===== src/hdl/xtt_pkg.sv =====
// shared types and constants for the xml tag tokenizer
// no dependencies; used by xtt_classify, xml_tag_tokenizer and xtt_checker
`default_nettype none

package xtt_pkg;

   // parse phases
   localparam logic [3:0] PH_FIND_START   = 4'd0;
   localparam logic [3:0] PH_EXPECT_TOKEN = 4'd1;
   localparam logic [3:0] PH_TOKEN_END    = 4'd2;
   localparam logic [3:0] PH_SKIP_SPACE   = 4'd3;
   localparam logic [3:0] PH_GET_ATTR     = 4'd4;
   localparam logic [3:0] PH_QUOTED       = 4'd5;
   localparam logic [3:0] PH_UNQUOTED     = 4'd6;
   localparam logic [3:0] PH_EXPECT_GT    = 4'd7;
   localparam logic [3:0] PH_MAYBE_GT     = 4'd8;
   localparam logic [3:0] PH_ESCAPE       = 4'd9;

   // byte roles
   localparam logic [2:0] ROLE_OUTSIDE = 3'd0;
   localparam logic [2:0] ROLE_OPEN    = 3'd1;
   localparam logic [2:0] ROLE_NAME    = 3'd2;
   localparam logic [2:0] ROLE_VALUE   = 3'd3;
   localparam logic [2:0] ROLE_DELIM   = 3'd4;

   // abandon causes
   localparam logic [1:0] CAUSE_NONE   = 2'd0;
   localparam logic [1:0] CAUSE_SYNTAX = 2'd1;
   localparam logic [1:0] CAUSE_LENGTH = 2'd2;
   localparam logic [1:0] CAUSE_TOKENS = 2'd3;

   // characters
   localparam logic [7:0] CH_LT     = 8'h3C;
   localparam logic [7:0] CH_GT     = 8'h3E;
   localparam logic [7:0] CH_SLASH  = 8'h2F;
   localparam logic [7:0] CH_EQ     = 8'h3D;
   localparam logic [7:0] CH_UNDER  = 8'h5F;
   localparam logic [7:0] CH_SQUOTE = 8'h27;
   localparam logic [7:0] CH_DQUOTE = 8'h22;
   localparam logic [7:0] CH_BSLASH = 8'h5C;

   localparam logic [15:0] MAX_LEN_RESET = 16'd4096;

   // widest token counter over the supported token limits
   localparam int unsigned TOKEN_CNT_MAX_W = 7;

   typedef struct packed {
      logic [3:0]  phase;
      logic        quote_double;
      logic [15:0] length;
   } xtt_state_type;

   typedef struct packed {
      logic [2:0] role;
      logic [3:0] token_index;
      logic       name_start;
      logic       value_open;
      logic       element_done;
      logic       abandoned;
      logic [1:0] abandon_cause;
   } xtt_result_type;

   function automatic logic is_letter(input logic [7:0] b);
      return b inside {[8'h41:8'h5A], [8'h61:8'h7A]};
   endfunction

   function automatic logic is_space(input logic [7:0] b);
      return b inside {8'h20, [8'h09:8'h0D]};
   endfunction

endpackage

`default_nettype wire


===== src/hdl/xtt_classify.sv =====
// per-byte decision of the tag tokenizer: next parse state and byte label
// depends on xtt_pkg
`default_nettype none

module xtt_classify #(
   parameter  int unsigned MAX_TOKENS = 16,
   localparam int unsigned CNT_W      = $clog2(MAX_TOKENS + 1)
) (
   input  wire logic [7:0]            byte_in,
   input  wire xtt_pkg::xtt_state_type cur_state,
   input  wire logic [CNT_W-1:0]      cur_count,
   input  wire logic [15:0]           max_len,
   output xtt_pkg::xtt_state_type     nxt_state,
   output logic [CNT_W-1:0]           nxt_count,
   output xtt_pkg::xtt_result_type    result
);

   logic [3:0]                          phase;
   logic                                new_token;
   logic [2:0]                          role;
   logic                                ns;
   logic                                vo;
   logic                                done;
   logic [1:0]                          cause;
   logic [CNT_W-1:0]                    cnt_m1;
   logic [xtt_pkg::TOKEN_CNT_MAX_W-1:0] cnt_wide;
   logic                                letter;
   logic                                space;

   assign letter   = xtt_pkg::is_letter(byte_in);
   assign space    = xtt_pkg::is_space(byte_in);

   always_comb begin
      nxt_state = cur_state;
      nxt_count = cur_count;
      role      = xtt_pkg::ROLE_OUTSIDE;
      ns        = 1'b0;
      vo        = 1'b0;
      done      = 1'b0;
      cause     = xtt_pkg::CAUSE_NONE;
      new_token = 1'b0;
      // codes past the last phase fall back to searching for a tag
      phase     = (cur_state.phase > xtt_pkg::PH_ESCAPE) ? xtt_pkg::PH_FIND_START
                                                         : cur_state.phase;
      nxt_state.phase = phase;

      if (phase == xtt_pkg::PH_FIND_START) begin
         if (byte_in == xtt_pkg::CH_LT) begin
            nxt_count = '0;
            if (max_len == 16'd0) begin
               cause = xtt_pkg::CAUSE_LENGTH;
            end else begin
               nxt_state.length = 16'd1;
               role             = xtt_pkg::ROLE_OPEN;
               nxt_state.phase  = xtt_pkg::PH_EXPECT_TOKEN;
            end
         end
      end else if (cur_state.length >= max_len) begin
         cause = xtt_pkg::CAUSE_LENGTH;
      end else begin
         nxt_state.length = cur_state.length + 16'd1;
         case (phase)
            xtt_pkg::PH_EXPECT_TOKEN: begin
               if (letter) new_token = 1'b1;
               else cause = xtt_pkg::CAUSE_SYNTAX;
            end
            xtt_pkg::PH_TOKEN_END: begin
               if (letter || byte_in == xtt_pkg::CH_UNDER) begin
                  role = xtt_pkg::ROLE_NAME;
               end else if (byte_in == xtt_pkg::CH_EQ) begin
                  role            = xtt_pkg::ROLE_DELIM;
                  nxt_state.phase = xtt_pkg::PH_GET_ATTR;
               end else if (byte_in == xtt_pkg::CH_SLASH) begin
                  role            = xtt_pkg::ROLE_DELIM;
                  nxt_state.phase = xtt_pkg::PH_EXPECT_GT;
               end else if (byte_in == xtt_pkg::CH_GT) begin
                  role = xtt_pkg::ROLE_DELIM;
                  done = 1'b1;
               end else if (space) begin
                  role            = xtt_pkg::ROLE_DELIM;
                  nxt_state.phase = xtt_pkg::PH_SKIP_SPACE;
               end else begin
                  cause = xtt_pkg::CAUSE_SYNTAX;
               end
            end
            xtt_pkg::PH_SKIP_SPACE: begin
               if (letter) begin
                  new_token = 1'b1;
               end else if (byte_in == xtt_pkg::CH_SLASH) begin
                  role            = xtt_pkg::ROLE_DELIM;
                  nxt_state.phase = xtt_pkg::PH_EXPECT_GT;
               end else if (byte_in == xtt_pkg::CH_GT) begin
                  role = xtt_pkg::ROLE_DELIM;
                  done = 1'b1;
               end else if (space) begin
                  role = xtt_pkg::ROLE_DELIM;
               end else begin
                  cause = xtt_pkg::CAUSE_SYNTAX;
               end
            end
            xtt_pkg::PH_GET_ATTR: begin
               vo = 1'b1;
               if (byte_in == xtt_pkg::CH_SQUOTE || byte_in == xtt_pkg::CH_DQUOTE) begin
                  role                   = xtt_pkg::ROLE_DELIM;
                  nxt_state.quote_double = (byte_in == xtt_pkg::CH_DQUOTE);
                  nxt_state.phase        = xtt_pkg::PH_QUOTED;
               end else begin
                  role            = xtt_pkg::ROLE_VALUE;
                  nxt_state.phase = xtt_pkg::PH_UNQUOTED;
               end
            end
            xtt_pkg::PH_QUOTED: begin
               if (byte_in == (cur_state.quote_double ? xtt_pkg::CH_DQUOTE
                                                      : xtt_pkg::CH_SQUOTE)) begin
                  role            = xtt_pkg::ROLE_DELIM;
                  nxt_state.phase = xtt_pkg::PH_SKIP_SPACE;
               end else begin
                  role = xtt_pkg::ROLE_VALUE;
                  if (byte_in == xtt_pkg::CH_BSLASH) nxt_state.phase = xtt_pkg::PH_ESCAPE;
               end
            end
            xtt_pkg::PH_ESCAPE: begin
               role            = xtt_pkg::ROLE_VALUE;
               nxt_state.phase = xtt_pkg::PH_QUOTED;
            end
            xtt_pkg::PH_UNQUOTED: begin
               if (byte_in == xtt_pkg::CH_GT) begin
                  role = xtt_pkg::ROLE_DELIM;
                  done = 1'b1;
               end else if (byte_in == xtt_pkg::CH_SLASH) begin
                  role            = xtt_pkg::ROLE_VALUE;
                  nxt_state.phase = xtt_pkg::PH_MAYBE_GT;
               end else if (space) begin
                  role            = xtt_pkg::ROLE_DELIM;
                  nxt_state.phase = xtt_pkg::PH_SKIP_SPACE;
               end else begin
                  role = xtt_pkg::ROLE_VALUE;
               end
            end
            xtt_pkg::PH_MAYBE_GT: begin
               if (byte_in == xtt_pkg::CH_GT) begin
                  role = xtt_pkg::ROLE_DELIM;
                  done = 1'b1;
               end else begin
                  role            = xtt_pkg::ROLE_VALUE;
                  nxt_state.phase = xtt_pkg::PH_UNQUOTED;
               end
            end
            default: begin
               // expecting the '>' after a slash
               if (byte_in == xtt_pkg::CH_GT) begin
                  role = xtt_pkg::ROLE_DELIM;
                  done = 1'b1;
               end else begin
                  cause = xtt_pkg::CAUSE_SYNTAX;
               end
            end
         endcase

         if (new_token) begin
            if (cur_count >= CNT_W'(MAX_TOKENS)) begin
               cause = xtt_pkg::CAUSE_TOKENS;
            end else begin
               nxt_count       = cur_count + CNT_W'(1);
               role            = xtt_pkg::ROLE_NAME;
               ns              = 1'b1;
               nxt_state.phase = xtt_pkg::PH_TOKEN_END;
            end
         end
      end

      // token number of this byte, taken before an element end clears the count
      cnt_m1   = nxt_count - CNT_W'(1);
      cnt_wide = xtt_pkg::TOKEN_CNT_MAX_W'(cnt_m1);

      result.role          = role;
      result.token_index   = 4'd0;
      result.name_start    = ns;
      result.value_open    = vo;
      result.element_done  = done;
      result.abandoned     = (cause != xtt_pkg::CAUSE_NONE);
      result.abandon_cause = cause;

      if (cause != xtt_pkg::CAUSE_NONE) begin
         result.role         = xtt_pkg::ROLE_OUTSIDE;
         result.name_start   = 1'b0;
         result.value_open   = 1'b0;
         result.element_done = 1'b0;
      end else if (role != xtt_pkg::ROLE_OUTSIDE && nxt_count != '0) begin
         result.token_index = cnt_wide[3:0];
      end

      if (cause != xtt_pkg::CAUSE_NONE || done) begin
         nxt_state.phase  = xtt_pkg::PH_FIND_START;
         nxt_state.length = 16'd0;
         nxt_count        = '0;
      end
   end

endmodule

`default_nettype wire


===== src/hdl/xml_tag_tokenizer.sv =====
// Byte-stream tag tokenizer. Takes one character per transfer and returns one label per
// character: its role, token index and the name-start, value-open, element-done and
// abandon flags with the abandon cause. Throughput is one byte per clock unless the
// result side stalls; each byte passes an input register and then a result register
// before its label appears. The one-byte-per-clock figure is set by the parse-state
// update, combinational from the input register to the state and result registers.
// The element length limit is written on the csr port (reset 4096); the user must
// write it only while no byte is in flight (not enforced); csr_ready is always high.
// depends on xtt_pkg and xtt_classify
`default_nettype none

module xml_tag_tokenizer #(
   parameter int unsigned MAX_TOKENS = 16
) (
   input  wire logic        clock,
   input  wire logic        reset,
   input  wire logic        req_valid,
   output logic             req_stall,
   input  wire logic [7:0]  req_byte_in,
   output logic             rsp_valid,
   input  wire logic        rsp_stall,
   output logic [2:0]       rsp_role,
   output logic [3:0]       rsp_token_index,
   output logic             rsp_name_start,
   output logic             rsp_value_open,
   output logic             rsp_element_done,
   output logic             rsp_abandoned,
   output logic [1:0]       rsp_abandon_cause,
   input  wire logic        csr_valid,
   output logic             csr_ready,
   input  wire logic [15:0] csr_max_element_bytes
);

   localparam int unsigned CNT_W = $clog2(MAX_TOKENS + 1);

   logic                    in_valid_ff;
   logic                    in_valid_in;
   logic [7:0]              in_byte_ff;
   logic                    rsp_valid_ff;
   logic                    rsp_valid_in;
   xtt_pkg::xtt_result_type rsp_result_ff;
   xtt_pkg::xtt_state_type  state_ff;
   xtt_pkg::xtt_state_type  state_in;
   logic [CNT_W-1:0]        count_ff;
   logic [CNT_W-1:0]        count_in;
   logic [15:0]             max_len_ff;
   xtt_pkg::xtt_result_type result;
   logic                    out_free;
   logic                    advance;
   logic                    accept;

   // result register is free when empty or being taken this cycle
   assign out_free  = !rsp_valid_ff || !rsp_stall;
   assign advance   = in_valid_ff && out_free;
   assign req_stall = in_valid_ff && !out_free;
   assign accept    = req_valid && !req_stall;
   assign csr_ready = 1'b1;

   assign in_valid_in  = accept || (in_valid_ff && !advance);
   assign rsp_valid_in = advance || (rsp_valid_ff && rsp_stall);

   xtt_classify #(
      .MAX_TOKENS (MAX_TOKENS)
   ) u_classify (
      .byte_in   (in_byte_ff),
      .cur_state (state_ff),
      .cur_count (count_ff),
      .max_len   (max_len_ff),
      .nxt_state (state_in),
      .nxt_count (count_in),
      .result    (result)
   );

   always_ff @(posedge clock) begin
      if (reset) begin
         in_valid_ff  <= 1'b0;
         rsp_valid_ff <= 1'b0;
         state_ff     <= '0;
         count_ff     <= '0;
         max_len_ff   <= xtt_pkg::MAX_LEN_RESET;
      end else begin
         in_valid_ff  <= in_valid_in;
         rsp_valid_ff <= rsp_valid_in;
         if (advance) begin
            state_ff <= state_in;
            count_ff <= count_in;
         end
         if (csr_valid && csr_ready) max_len_ff <= csr_max_element_bytes;
      end
   end

   always_ff @(posedge clock) begin
      if (accept) in_byte_ff <= req_byte_in;
      if (advance) rsp_result_ff <= result;
   end

   assign rsp_valid         = rsp_valid_ff;
   assign rsp_role          = rsp_result_ff.role;
   assign rsp_token_index   = rsp_result_ff.token_index;
   assign rsp_name_start    = rsp_result_ff.name_start;
   assign rsp_value_open    = rsp_result_ff.value_open;
   assign rsp_element_done  = rsp_result_ff.element_done;
   assign rsp_abandoned     = rsp_result_ff.abandoned;
   assign rsp_abandon_cause = rsp_result_ff.abandon_cause;

endmodule

`default_nettype wire


===== config.mk =====
export PLATFORM = sky130hd
export DESIGN_NAME = xml_tag_tokenizer
export DESIGN_NICKNAME = d
export VERILOG_FILES = /design/src/hdl/xtt_pkg.sv /design/src/hdl/xtt_classify.sv /design/src/hdl/xml_tag_tokenizer.sv
export SDC_FILE = /design/constraint.sdc
export NUM_CORES = 1
export LEC_CHECK = 0
export ABC_AREA = 1
export BUFFER_PORTS_ARGS = -buffer_cell sky130_fd_sc_hd__buf_2
export CAP_MARGIN = 15
export CORE_MARGIN = 1.5
export CORE_UTILIZATION = 40
export DETAILED_ROUTE_END_ITERATION = 16
export PLACE_DENSITY_LB_ADDON = 0.3
export RECOVER_POWER = 100
export SLEW_MARGIN = 20
export SYNTH_ARGS = -nofsm -noshare
export SYNTH_HDL_FRONTEND = slang
export SYNTH_SLANG_ARGS = --single-unit

===== constraint.sdc =====
create_clock -name clock -period 2.1 [get_ports clock]
set_input_delay 0.42 -clock clock [delete_from_list [all_inputs] [get_ports clock]]
set_output_delay 0.42 -clock clock [all_outputs]
set_load 0.05 [all_outputs]

Yosys cells after proc, flatten, opt, wreduce, memory -nomap -nowiden
Cells that the tools add are included.
Storage, ports and cells
  bits of input ports: 29
  output and inout bits: 16
  bits in registers: 65
  logic and storage cells: 171
Cells by class
  magnitude comparators: 9
  $add $sub $neg: 3
  muxes and demuxes: 84
  equality and inequality tests: 21
  bitwise operators: 4
  reduce and logical (&&, ||, !) cells: 35
Operators with widths (count)
  4-bit two-way mux: 19
  16-bit two-way mux: 4
  3-bit two-way mux: 19
  8-bit by 6-bit equality test with 1-bit output (second input constant): 7
  5-bit two-way mux: 6
  4-bit case mux with 7 select lines: 1
  3-bit case mux with 8 select lines: 1
  1-bit two-way mux: 21
  21-bit two-way mux: 1
  2-bit two-way mux: 10
  16-bit by 1-bit adder with 16-bit output (second input constant): 1
  8-bit by 7-bit equality test with 1-bit output (second input constant): 2
  16-bit >= comparator: 1
  8-bit by 7-bit >= comparator with 1-bit output (second input constant): 2
  8-bit by 7-bit <= comparator with 1-bit output (second input constant): 2
  16-bit logical NOT: 1
  4-bit by 3-bit equality test with 1-bit output (second input constant): 3
  1-bit logical AND: 9
  4-bit by 2-bit equality test with 1-bit output (second input constant): 2
  4-bit equality test (second input constant): 2
  8-bit equality test: 1
  8-bit by 4-bit >= comparator with 1-bit output (second input constant): 1
  8-bit by 4-bit <= comparator with 1-bit output (second input constant): 1
  2-bit case mux with 4 select lines: 1
  other kinds (21): 38

Logic depth before layout (Yosys ltp)
Gate-level depths: netlist of the first run.
  depth in word-level cells: 17
  mapped depth: 21
  gate-level depth less buffers: 21

Hierarchy
A second synthesis of the first run with hierarchy kept.
Unflattened totals
  cell total of the unflattened synthesis: 758
  area total of the unflattened synthesis: 5033.6 µm²
Modules (own cells, without submodules)
  xtt_classify: instances 1, seq. area each 0.0 µm², cells an instance 484, area each 2536.2 µm²
  xml_tag_tokenizer: instances 1, seq. area each 1511.4 µm², cells an instance 274, area each 2497.4 µm²

Worst setup path before layout of the first run
Ideal clock, no wire load.
  path type: reg-to-reg
  start: register max_len_ff[15]
  end: register rsp_result_ff (netlist bit rsp_token_index[3]), data pin
  setup time: 0.249 ns
  path slack: -0.226 ns
  stages on the path, launching flop included: 19
  period minus slack after synthesis: 2.326 ns
  arrival: 2.077 ns
  buffers on the path: 0
  required time: 1.851 ns
  cells stage by stage: dfxtp_1 > inv_1 > ha_1 > nand2_1 > inv_2 > nand3_1 > nor2_1 > nand3_1 > nand3_1 > nand2_1 > nand2_1 > nand2_1 > nand2_1 > ha_1 > nand3_1 > nor2_1 > nor2_1 > nand2_1 > inv_1
Between the ends
  word-level cells in the longest chain between the ends: 8
  elaborated cells on any way between the ends: 19
  classes of those cells: 1 x add/sub; 1 x order compare; 10 x mux; 1 x bitwise; 6 x reduce/logical
Ends and longest elaborated chain
  start: declaration: RTL line xml_tag_tokenizer.sv:46  | logic [15:0] max_len_ff;
  start signal: assignment: RTL line xml_tag_tokenizer.sv:80  | max_len_ff <= xtt_pkg::MAX_LEN_RESET;
  start signal: assignment: RTL line xml_tag_tokenizer.sv:88  | if (csr_valid && csr_ready) max_len_ff <= csr_max_element_bytes;
  parallel branches: the longest is 8 deep, another holds 16-bit >= comparator
  end signal: assignment: RTL line xml_tag_tokenizer.sv:94  | if (advance) rsp_result_ff <= result;
  end: declaration: RTL line xml_tag_tokenizer.sv:41  | xtt_pkg::xtt_result_type rsp_result_ff;
Parallel ways; which one is timed is not known.
A chain may end at the register's enable or synchronous reset.

Final worst setup path of the first run
  start: register max_len_ff[7]
  end: register rsp_result_ff (netlist bit rsp_token_index[3]), data pin
The elaborated chain is that of the path after synthesis.

==> impl_summary.log, run 1 <==
[metrics] result of the run: complete, but fails checks
[metrics] violated checks: setup timing
[metrics] launch point of the worst path: max_len_ff[7]$_SDFFE_PP0P_
[metrics] Synth Net Count: 715
[metrics] final setup violation count: 34
[metrics] core region area: 10790 um^2
[metrics] net switching power of the design: 0.8247 mW
[metrics] Antenna Cells: 0
[metrics] ordered list of cells on the worst path: inv_2, ha_4, a21o_1, nor2_1, nand2_2, nand2_4, nand4_4, nor2_4, nand2_2, nand2_4, ha_4, nand3_2, nor2_2, nor2_1, nand2_1, inv_1
[metrics] Crit-path slowest cell: dfxtp_2
[metrics] Critical Path Sink: rsp_token_index[3]$_SDFFCE_PP0P_
[metrics] standard-cell row count: 38
[metrics] library cell with the largest summed area after synthesis: dfxtp_1
[metrics] actual slew at the worst max-slew pin: 714.8 ps
[metrics] die outline width: 107.9 um
[metrics] Fmax achieved: 0.4279 GHz
[metrics] final worst-path setup slack: -237.0 ps
[metrics] terminus of the critical flop-to-flop path: rsp_token_index[3]$_SDFFCE_PP0P_
[metrics] number of enable flip-flop cells after synthesis: 21
[metrics] Layout Area Growth over Synthesis: 47.34%
[metrics] wire length of the first global-routing pass: 20060 um
[metrics] Nets: 879
[metrics] unrepaired setup endpoints after global routing: yes
[metrics] leakage component of the power: 3.156 nW
[metrics] maximum cell stage delay along the critical path: 350 ps
[metrics] Final Non-Filler Cells: 975
[metrics] WP buf/inv: 2
[metrics] max-cap check violation count: 0
[metrics] startpoint class of the critical path: flip-flop
[metrics] switching power as a share of total power: 26.71%
[metrics] wire length reported by the detailed router: 12970 um
[metrics] relative slew slack: 52.35%
[metrics] worst vdd rail ir drop: 0.0003233 V
[metrics] final cycle utilization of the critical path: 111.3%
[metrics] y dimension of the die: 107.9 um
[metrics] maximum net fanout on the critical path: 4
[metrics] share of power burned in the clock network: 40.8%
[metrics] clock buffer count from CTS: 9
[metrics] worst-case clock skew: 7.644 ps
[metrics] dpl hpwl: 9430 um
[metrics] count of different cell masters after synthesis: 42
[metrics] flip-flop and latch count after synthesis: 65
[metrics] fraction of the yosys area taken by sequential cells: 34.37%
[metrics] register share of total power: 44.7%
[metrics] Worst Path Class, Setup: reg2reg
[metrics] First-pass DRT Iterations: 5
[metrics] overall via count from detail_route: 4833
[metrics] signal arrival time at the worst endpoint: 2460 ps
[metrics] CTS Root Buffer Type: clkbuf_8
[metrics] share of post-route cells with drive strength above 1: 36.89%
[metrics] top-area cell type share of the netlist area: 20.03%
[metrics] DRT antenna net count: 0
[metrics] depth of the worst register-to-register path: 16
[metrics] Synth async-reset ratio: 0%
[metrics] effective utilization at floorplan: 40.75%
[metrics] Post-CTS Hold Fix Bufs: 0
[metrics] routed wire length per instance: 13.31 um
[metrics] slack of the worst reg-to-reg path: -240 ps
[metrics] overall track demand over capacity in global routing: 22.09%
[metrics] clock insertion delay at the later pin of the skew report: 360 ps
[metrics] leading register cell type out of synthesis: dfxtp_1
[metrics] Avg Vias per Cell: 4.957
[metrics] type of destination of the critical path: flip-flop
[metrics] count of mapped cells out of synthesis: 666
[metrics] H-tree lvl count: 3
[metrics] synthesized area: 4398 um^2
[metrics] last weighted congestion value of the routability-driven placer: 0.9169
[metrics] worst hold path class: in2reg
[metrics] clock tree from TritonCTS: yes
[metrics] pin count of the biggest net entering global routing: 32
[metrics] time the worst path needs with I/O delays and setup: 2337 ps
[metrics] number of ports placed on the die boundary: 45
[metrics] via count of the first global-routing pass: 4497
[metrics] deepest clock path buffer count: 2
[metrics] Synthesis Warnings: 0
[metrics] total DRC errors in the routed layout: 0
[metrics] PD cells: 476.5 nW/um^2
[metrics] CP Depth: 16
[metrics] Placed Cells incl. Taps: 941
[metrics] number of pins exceeding their max-slew limit in the final report: 0
[metrics] global route overflow: 0
[metrics] die footprint: 11630 um^2
[metrics] setup TNS: -4737 ps
[metrics] Detailed Route Iter0 Violations: 173
[metrics] worst slack at placement: -275.1 ps
[metrics] leading post-synthesis cells by cell area: dfxtp_1, edfxtp_1, nand2_1, nor2_1, inv_1
[metrics] post-synthesis area per instance: 6.604 um^2
[metrics] Design Power: 3.088 mW
[metrics] number of sinks driven by the clock tree: 65
[metrics] Final Hold Fails: 0
[metrics] internal power summed over all cells: 2.263 mW
[metrics] number of antenna violations at the first check in global routing: 0
[metrics] Comb power frac: 14.6%
[metrics] worst hold slack: 228.9 ps
[metrics] number of input and output port buffers inserted: 43
[metrics] startpoint of the worst-slack reg-to-reg timing path: max_len_ff[7]$_SDFFE_PP0P_
[metrics] worst endpoint required time: 2230 ps
[metrics] largest delay contributor family on the critical path: simple AND/OR/NAND/NOR gates
[metrics] clock-pin slew reported for the worst setup and hold paths after clock tree synthesis: 70 ps
## cell usage in the layout, fill, tap and decap left out, types with 10 or more instances in the layout
cell,instances
edfxtp_1,21
xor2_1,11
nand2_1,143
dfxtp_1,25
dfxtp_2,19
clkbuf_1,17
buf_4,107
inv_1,75
buf_2,27
nand2_2,18
ha_4,12
inv_2,22
clkbuf_8,11
nand4_1,17
buf_6,10
nand3_1,45
a21oi_1,26
o21ai_0,27
nor2_1,82
nor2_2,18
## per-layer routing
| metal | track usage [%] | up-vias | wire length [um] |
|---|---|---|---|
| met2 | 38.63 | 152 | 6588 |
| li1 | - | 2466 | - |
| met3 | 4.782 | 25 | 639 |
| met5 | 0 | - | 0 |
| met1 | 26.86 | 2190 | 5427 |
| met4 | 7.237 | 0 | 317 |
## repair_timing
action | CTS | global route
pin swaps | 15 | 51
buffers inserted | 6 | 10
gates resized for setup | 23 | 104
cloned | 1 | 2
setup endpoints to repair | 34 | 38
## power groups by stage
stage	registers (mW)	clock network [mW]	logic [mW]
floorplan	1.43	0	0.202
global placement	1.40	0	0.376
detailed placement	1.40	0	0.386
CTS	1.37	1.28	0.405
global route	1.38	1.34	0.496
finish	1.38	1.26	0.450
## state kept, by name, summed over array words and instances (netlist names)
signal	cells
rsp_name_start	1
max_len_ff	16
rsp_abandoned	1
in_byte_ff	8
rsp_role	3
rsp_value_open	1
rsp_valid	1
state_ff	21
in_valid_ff	1
rsp_abandon_cause	2
rsp_element_done	1
count_ff	5
rsp_token_index	4
## synthesized netlist by cell type, drive strengths merged (2+ instances only)
cell and n:
a31oi 2, dfxtp 44, o21ai 33, o21a 2, inv 101, xor2 11, clkbuf 7, nand3b 4
nor2 108, nor4 4, buf 8, a21oi 35, xnor2 4, nor3 6, nand4 19, clkinv 2
nand2 170, edfxtp 21, ha 20, nand3 58
## through the flow
stage	utilization, %	area [um^2]
after floorplan	-	4551
after global placement	52.57	5674
after detailed placement	52.57	5674
after CTS	55.96	6040
after global routing	60.04	6480
final	60.04	6480
## worst register-to-register path, delay by kind of cell (launching register included)
family | cells | cell delay (ps)
fa+ha+maj | 2 | 390
buf+inv | 2 | 80
flops | 1 | 350
compound gates | 1 | 170
simple gates | 11 | 1110
## kinds of logic after synthesis
| family | synth area share, % |
|---|---|
| AOI/OAI and AO/OA | 9.218 |
| xor gates and xnor gates | 2.987 |
| adders and majority gates | 5.690 |
| buffers and inverters | 10.73 |
| DFF | 34.37 |
| other | 0.08527 |
| and+or+nand+nor | 36.93 |
## cell type report
class	instances	area, um^2
repair inverters	3	25.02
repair buffers	165	1177
flip-flops and latches	65	1535
clock buffers	11	151.4
inverters	103	411.6
clock inverters	5	77.57
well taps	140	175.2
multi-input cells	483	2927
fillers	956	4313
## worst min-delay path by stage
| stage | from | endpoint | slack, ps | cells after the start |
|---|---|---|---|---|
| 3_3_place_gp | in_valid_ff$_SDFF_PP0_ | rsp_valid$_SDFF_PP0_ | 490 | 2 |
| 6_report | req_byte_in[1] | in_byte_ff[1]$_DFFE_PP_ | 230 | 1 |
| 2_1_floorplan | max_len_ff[2]$_SDFFE_PP0P_ | max_len_ff[2]$_SDFFE_PP0P_ | 450 | 2 |
| 5_1_grt | req_byte_in[6] | in_byte_ff[6]$_DFFE_PP_ | 210 | 1 |
| 3_5_place_dp | in_valid_ff$_SDFF_PP0_ | rsp_valid$_SDFF_PP0_ | 500 | 2 |
| 4_1_cts | req_byte_in[6] | in_byte_ff[6]$_DFFE_PP_ | 210 | 1 |
No activity file was read; power rests on OpenSTA's default activity.
==> run 2, diff against run 1 <==
--- a/config.mk
+++ b/config.mk
@@ -8,12 +8,14 @@
 export ABC_AREA = 1
 export BUFFER_PORTS_ARGS = -buffer_cell sky130_fd_sc_hd__buf_2
 export CAP_MARGIN = 15
+export CELL_PAD_IN_SITES_DETAIL_PLACEMENT = 0
+export CELL_PAD_IN_SITES_GLOBAL_PLACEMENT = 1
 export CORE_MARGIN = 1.5
-export CORE_UTILIZATION = 40
+export CORE_UTILIZATION = 38
 export DETAILED_ROUTE_END_ITERATION = 16
 export PLACE_DENSITY_LB_ADDON = 0.3
 export RECOVER_POWER = 100
-export SLEW_MARGIN = 20
+export SLEW_MARGIN = 15
 export SYNTH_ARGS = -nofsm -noshare
 export SYNTH_HDL_FRONTEND = slang
 export SYNTH_SLANG_ARGS = --single-unit
==> impl_summary.log, run 2 (synthesized netlist as in run 1, its figures left out) <==
[metrics] share of post-route cells with drive strength above 1: 36.59% (was 36.89%)
[metrics] ordered list of cells on the worst path: inv_2, ha_4, nand2_1, nand2_1, nand2_2, nand2_4, a21oi_4, nand4_4, nor2_4, nand2_2, nand2_4, ha_4, nand3_2, nor2_1, nor2_1, nand2_1, inv_1 (was inv_2, ha_4, a21o_1, nor2_1, nand2_2, nand2_4, nand4_4, nor2_4, nand2_2, nand2_4, ha_4, nand3_2, nor2_2, nor2_1, nand2_1, inv_1)
[metrics] die outline width: 110.6 um (was 107.9 um)
[metrics] Avg Vias per Cell: 4.821 (was 4.957)
[metrics] Nets: 883 (was 879)
[metrics] Detailed Route Iter0 Violations: 182 (was 173)
[metrics] First-pass DRT Iterations: 4 (was 5)
[metrics] last weighted congestion value of the routability-driven placer: 0.8791 (was 0.9169)
[metrics] standard-cell row count: 39 (was 38)
[metrics] Filler Cell Count: 1094 (was 956)
[metrics] type of destination of the critical path: flip-flop (unchanged)
[metrics] clock insertion delay at the later pin of the skew report: 340 ps (was 360 ps)
[metrics] number of flip-flops in the largest register: 21 (unchanged)
[metrics] H-tree lvl count: 3 (unchanged)
[metrics] final design instance area without fill: 6530 um^2 (was 6480 um^2)
[metrics] via count of the first global-routing pass: 4609 (was 4497)
[metrics] Worst Path Class, Setup: reg2reg (unchanged)
[metrics] cell area after placement: 5751 um^2 (was 5674 um^2)
[metrics] pin count of the biggest net entering global routing: 28 (was 32)
[metrics] wire length of the first global-routing pass: 21460 um (was 20060 um)
[metrics] final cycle utilization of the critical path: 110.4% (was 111.3%)
[metrics] y dimension of the die: 110.6 um (was 107.9 um)
[metrics] number of pins exceeding their max-slew limit in the final report: 0 (unchanged)
[metrics] effective utilization at floorplan: 38.68% (was 40.75%)
[metrics] worst endpoint required time: 2200 ps (was 2230 ps)
[metrics] wire length reported by the detailed router: 13030 um (was 12970 um)
[metrics] worst hold slack: 255.8 ps (was 228.9 ps)
[metrics] Core Util, Final: 57.43% (was 60.04%)
[metrics] clock-pin slew reported for the worst setup and hold paths after clock tree synthesis: 60 ps (was 70 ps)
[metrics] worst-case clock skew: 6.792 ps (was 7.644 ps)
[metrics] Fmax achieved: 0.4315 GHz (was 0.4279 GHz)
[metrics] Crit-path slowest cell: dfxtp_2 (unchanged)
[metrics] worst vdd rail ir drop: 0.0005048 V (was 0.0003233 V)
[metrics] number of sinks driven by the clock tree: 65 (unchanged)
[metrics] worst slack at placement: -256.6 ps (was -275.1 ps)
[metrics] relative slew slack: 56.23% (was 52.35%)
[metrics] result of the run: complete, but fails checks (unchanged)
[metrics] launch point of the worst path: max_len_ff[9]$_SDFFE_PP0P_ (was max_len_ff[7]$_SDFFE_PP0P_)
[metrics] worst hold start: req_byte_in[1] (unchanged)
[metrics] startpoint class of the critical path: flip-flop (unchanged)
[metrics] global route overflow: 0 (unchanged)
[metrics] PD cells: 523.3 nW/um^2 (was 476.5 nW/um^2)
[metrics] leakage component of the power: 3.218 nW (was 3.156 nW)
[metrics] maximum cell stage delay along the critical path: 330 ps (was 350 ps)
[metrics] largest delay contributor family on the critical path: simple AND/OR/NAND/NOR gates (unchanged)
[metrics] crit-path most repeated cell: nand2_1
[metrics] die footprint: 12230 um^2 (was 11630 um^2)
[metrics] actual slew at the worst max-slew pin: 655.8 ps (was 714.8 ps)
[metrics] time the worst path needs with I/O delays and setup: 2317 ps (was 2337 ps)
[metrics] final setup violation count: 31 (was 34)
[metrics] max-cap check violation count: 0 (unchanged)
[metrics] number of input and output port buffers inserted: 43 (unchanged)
[metrics] overall track demand over capacity in global routing: 21.86% (was 22.09%)
[metrics] routed wire length per instance: 13.27 um (was 13.31 um)
[metrics] deepest clock path buffer count: 2 (unchanged)
[metrics] Layout Area Growth over Synthesis: 48.48% (was 47.34%)
[metrics] Design Power: 3.417 mW (was 3.088 mW)
[metrics] unrepaired setup endpoints after global routing: yes (unchanged)
[metrics] number of ports placed on the die boundary: 45 (unchanged)
[metrics] startpoint of the worst-slack reg-to-reg timing path: max_len_ff[9]$_SDFFE_PP0P_ (was max_len_ff[7]$_SDFFE_PP0P_)
[metrics] violated checks: setup timing (unchanged)
[metrics] clock buffer count from CTS: 9 (unchanged)
[metrics] clock tree from TritonCTS: yes (unchanged)
[metrics] CTS Root Buffer Type: clkbuf_16 (was clkbuf_8)
[metrics] dpl hpwl: 9855 um (was 9430 um)
[metrics] number of antenna violations at the first check in global routing: 0 (unchanged)
[metrics] maximum net fanout on the critical path: 5 (was 4)
[metrics] Post-CTS Hold Fix Bufs: 0 (unchanged)
[metrics] WP buf/inv: 2 (unchanged)
[metrics] registers with the most flip-flops: state_ff: 21 flops, max_len_ff: 16 flops, in_byte_ff: 8 flops (unchanged)
[metrics] worst hold path class: in2reg (unchanged)
[metrics] Antenna Cells: 0 (unchanged)
[metrics] overall via count from detail_route: 4734 (was 4833)
[metrics] final worst-path setup slack: -217.5 ps (was -237.0 ps)
[metrics] signal arrival time at the worst endpoint: 2420 ps (was 2460 ps)
[metrics] Final Hold Fails: 0 (unchanged)
[metrics] DRT antenna net count: 0 (unchanged)
[metrics] total DRC errors in the routed layout: 0 (unchanged)
[metrics] commonest cells after routing, fill and taps aside: nand2_1, buf_4, nor2_1 (unchanged)
[metrics] core region area: 11370 um^2 (was 10790 um^2)
[metrics] top register by number of flip-flops: state_ff (unchanged)
[metrics] most common cell after layout, fill and taps aside: nand2_1 (unchanged)
==> run 2: cell types whose count changed in the layout (fill, tap and decap cells not counted), moves of 5 or more <==
| cell | delta |
|---|---|
| clkbuf_16 | +10 |
| clkbuf_8 | -10 |
| nor2_2 | +8 |
| buf_4 | +7 |
| nor2_1 | -6 |
| nand2_1 | +5 |
==> run 2: layout make-up <==
| class | instances | area [um^2] | share of cell area (%) |
|---|---|---|---|
| clock buffer | 12 | 267.8 | 4.100 |
| clock inverter | 4 | 48.80 | 0.7473 |
| inverter | 103 | 396.6 | 6.074 |
| multi-input combinational | 483 | 2877 | 44.05 |
| sequential | 65 | 1533 | 23.47 |
| tap | 143 | 178.9 | 2.740 |
| timing repair buffer | 171 | 1217 | 18.64 |
| timing repair inverter | 1 | 11.26 | 0.1724 |
==> run 2: repair_timing <==
item / CTS / global route
pin swaps: 24 / 25
resized for setup: 48 / 64
cloned: 1 / 0
buffers inserted: 7 / 7
setup endpoints to repair: 33 / 38
endpoints found under the hold margin: 0 / 0
==> run 2: report_power, final <==
group          internal (mW)  total, mW  switching (mW)
Sequential              1.35       1.38          0.0298
Clock                   1.02       1.61           0.590
Combinational          0.171      0.427           0.256
Total                   2.54       3.42           0.876
==> run 2: stage by stage <==
stage / std cells / TNS (ps)
final: 982 / -3518
after floorplan: 666 / -40.71
after global routing: 982 / -8885
after detailed placement: 952 / -6301
after global placement: 952 / -4423
after CTS: 976 / -3727
==> run 2: final timing paths <==
path	endpoint	slack [ps]	cells after the start
setup / recovery	rsp_token_index[3]$_SDFFCE_PP0P_	-220	17
hold / removal	in_byte_ff[1]$_DFFE_PP_	260	1
setup reg to reg	rsp_token_index[3]$_SDFFCE_PP0P_	-220	17
hold reg to reg	rsp_valid$_SDFF_PP0_	490	2
==> run 2: layer usage <==
metal	wire, um	GRT usage (%)
met3	452	3.732
met4	270	8.034
met5	0	0
met2	6587	39.47
met1	5724	25.87
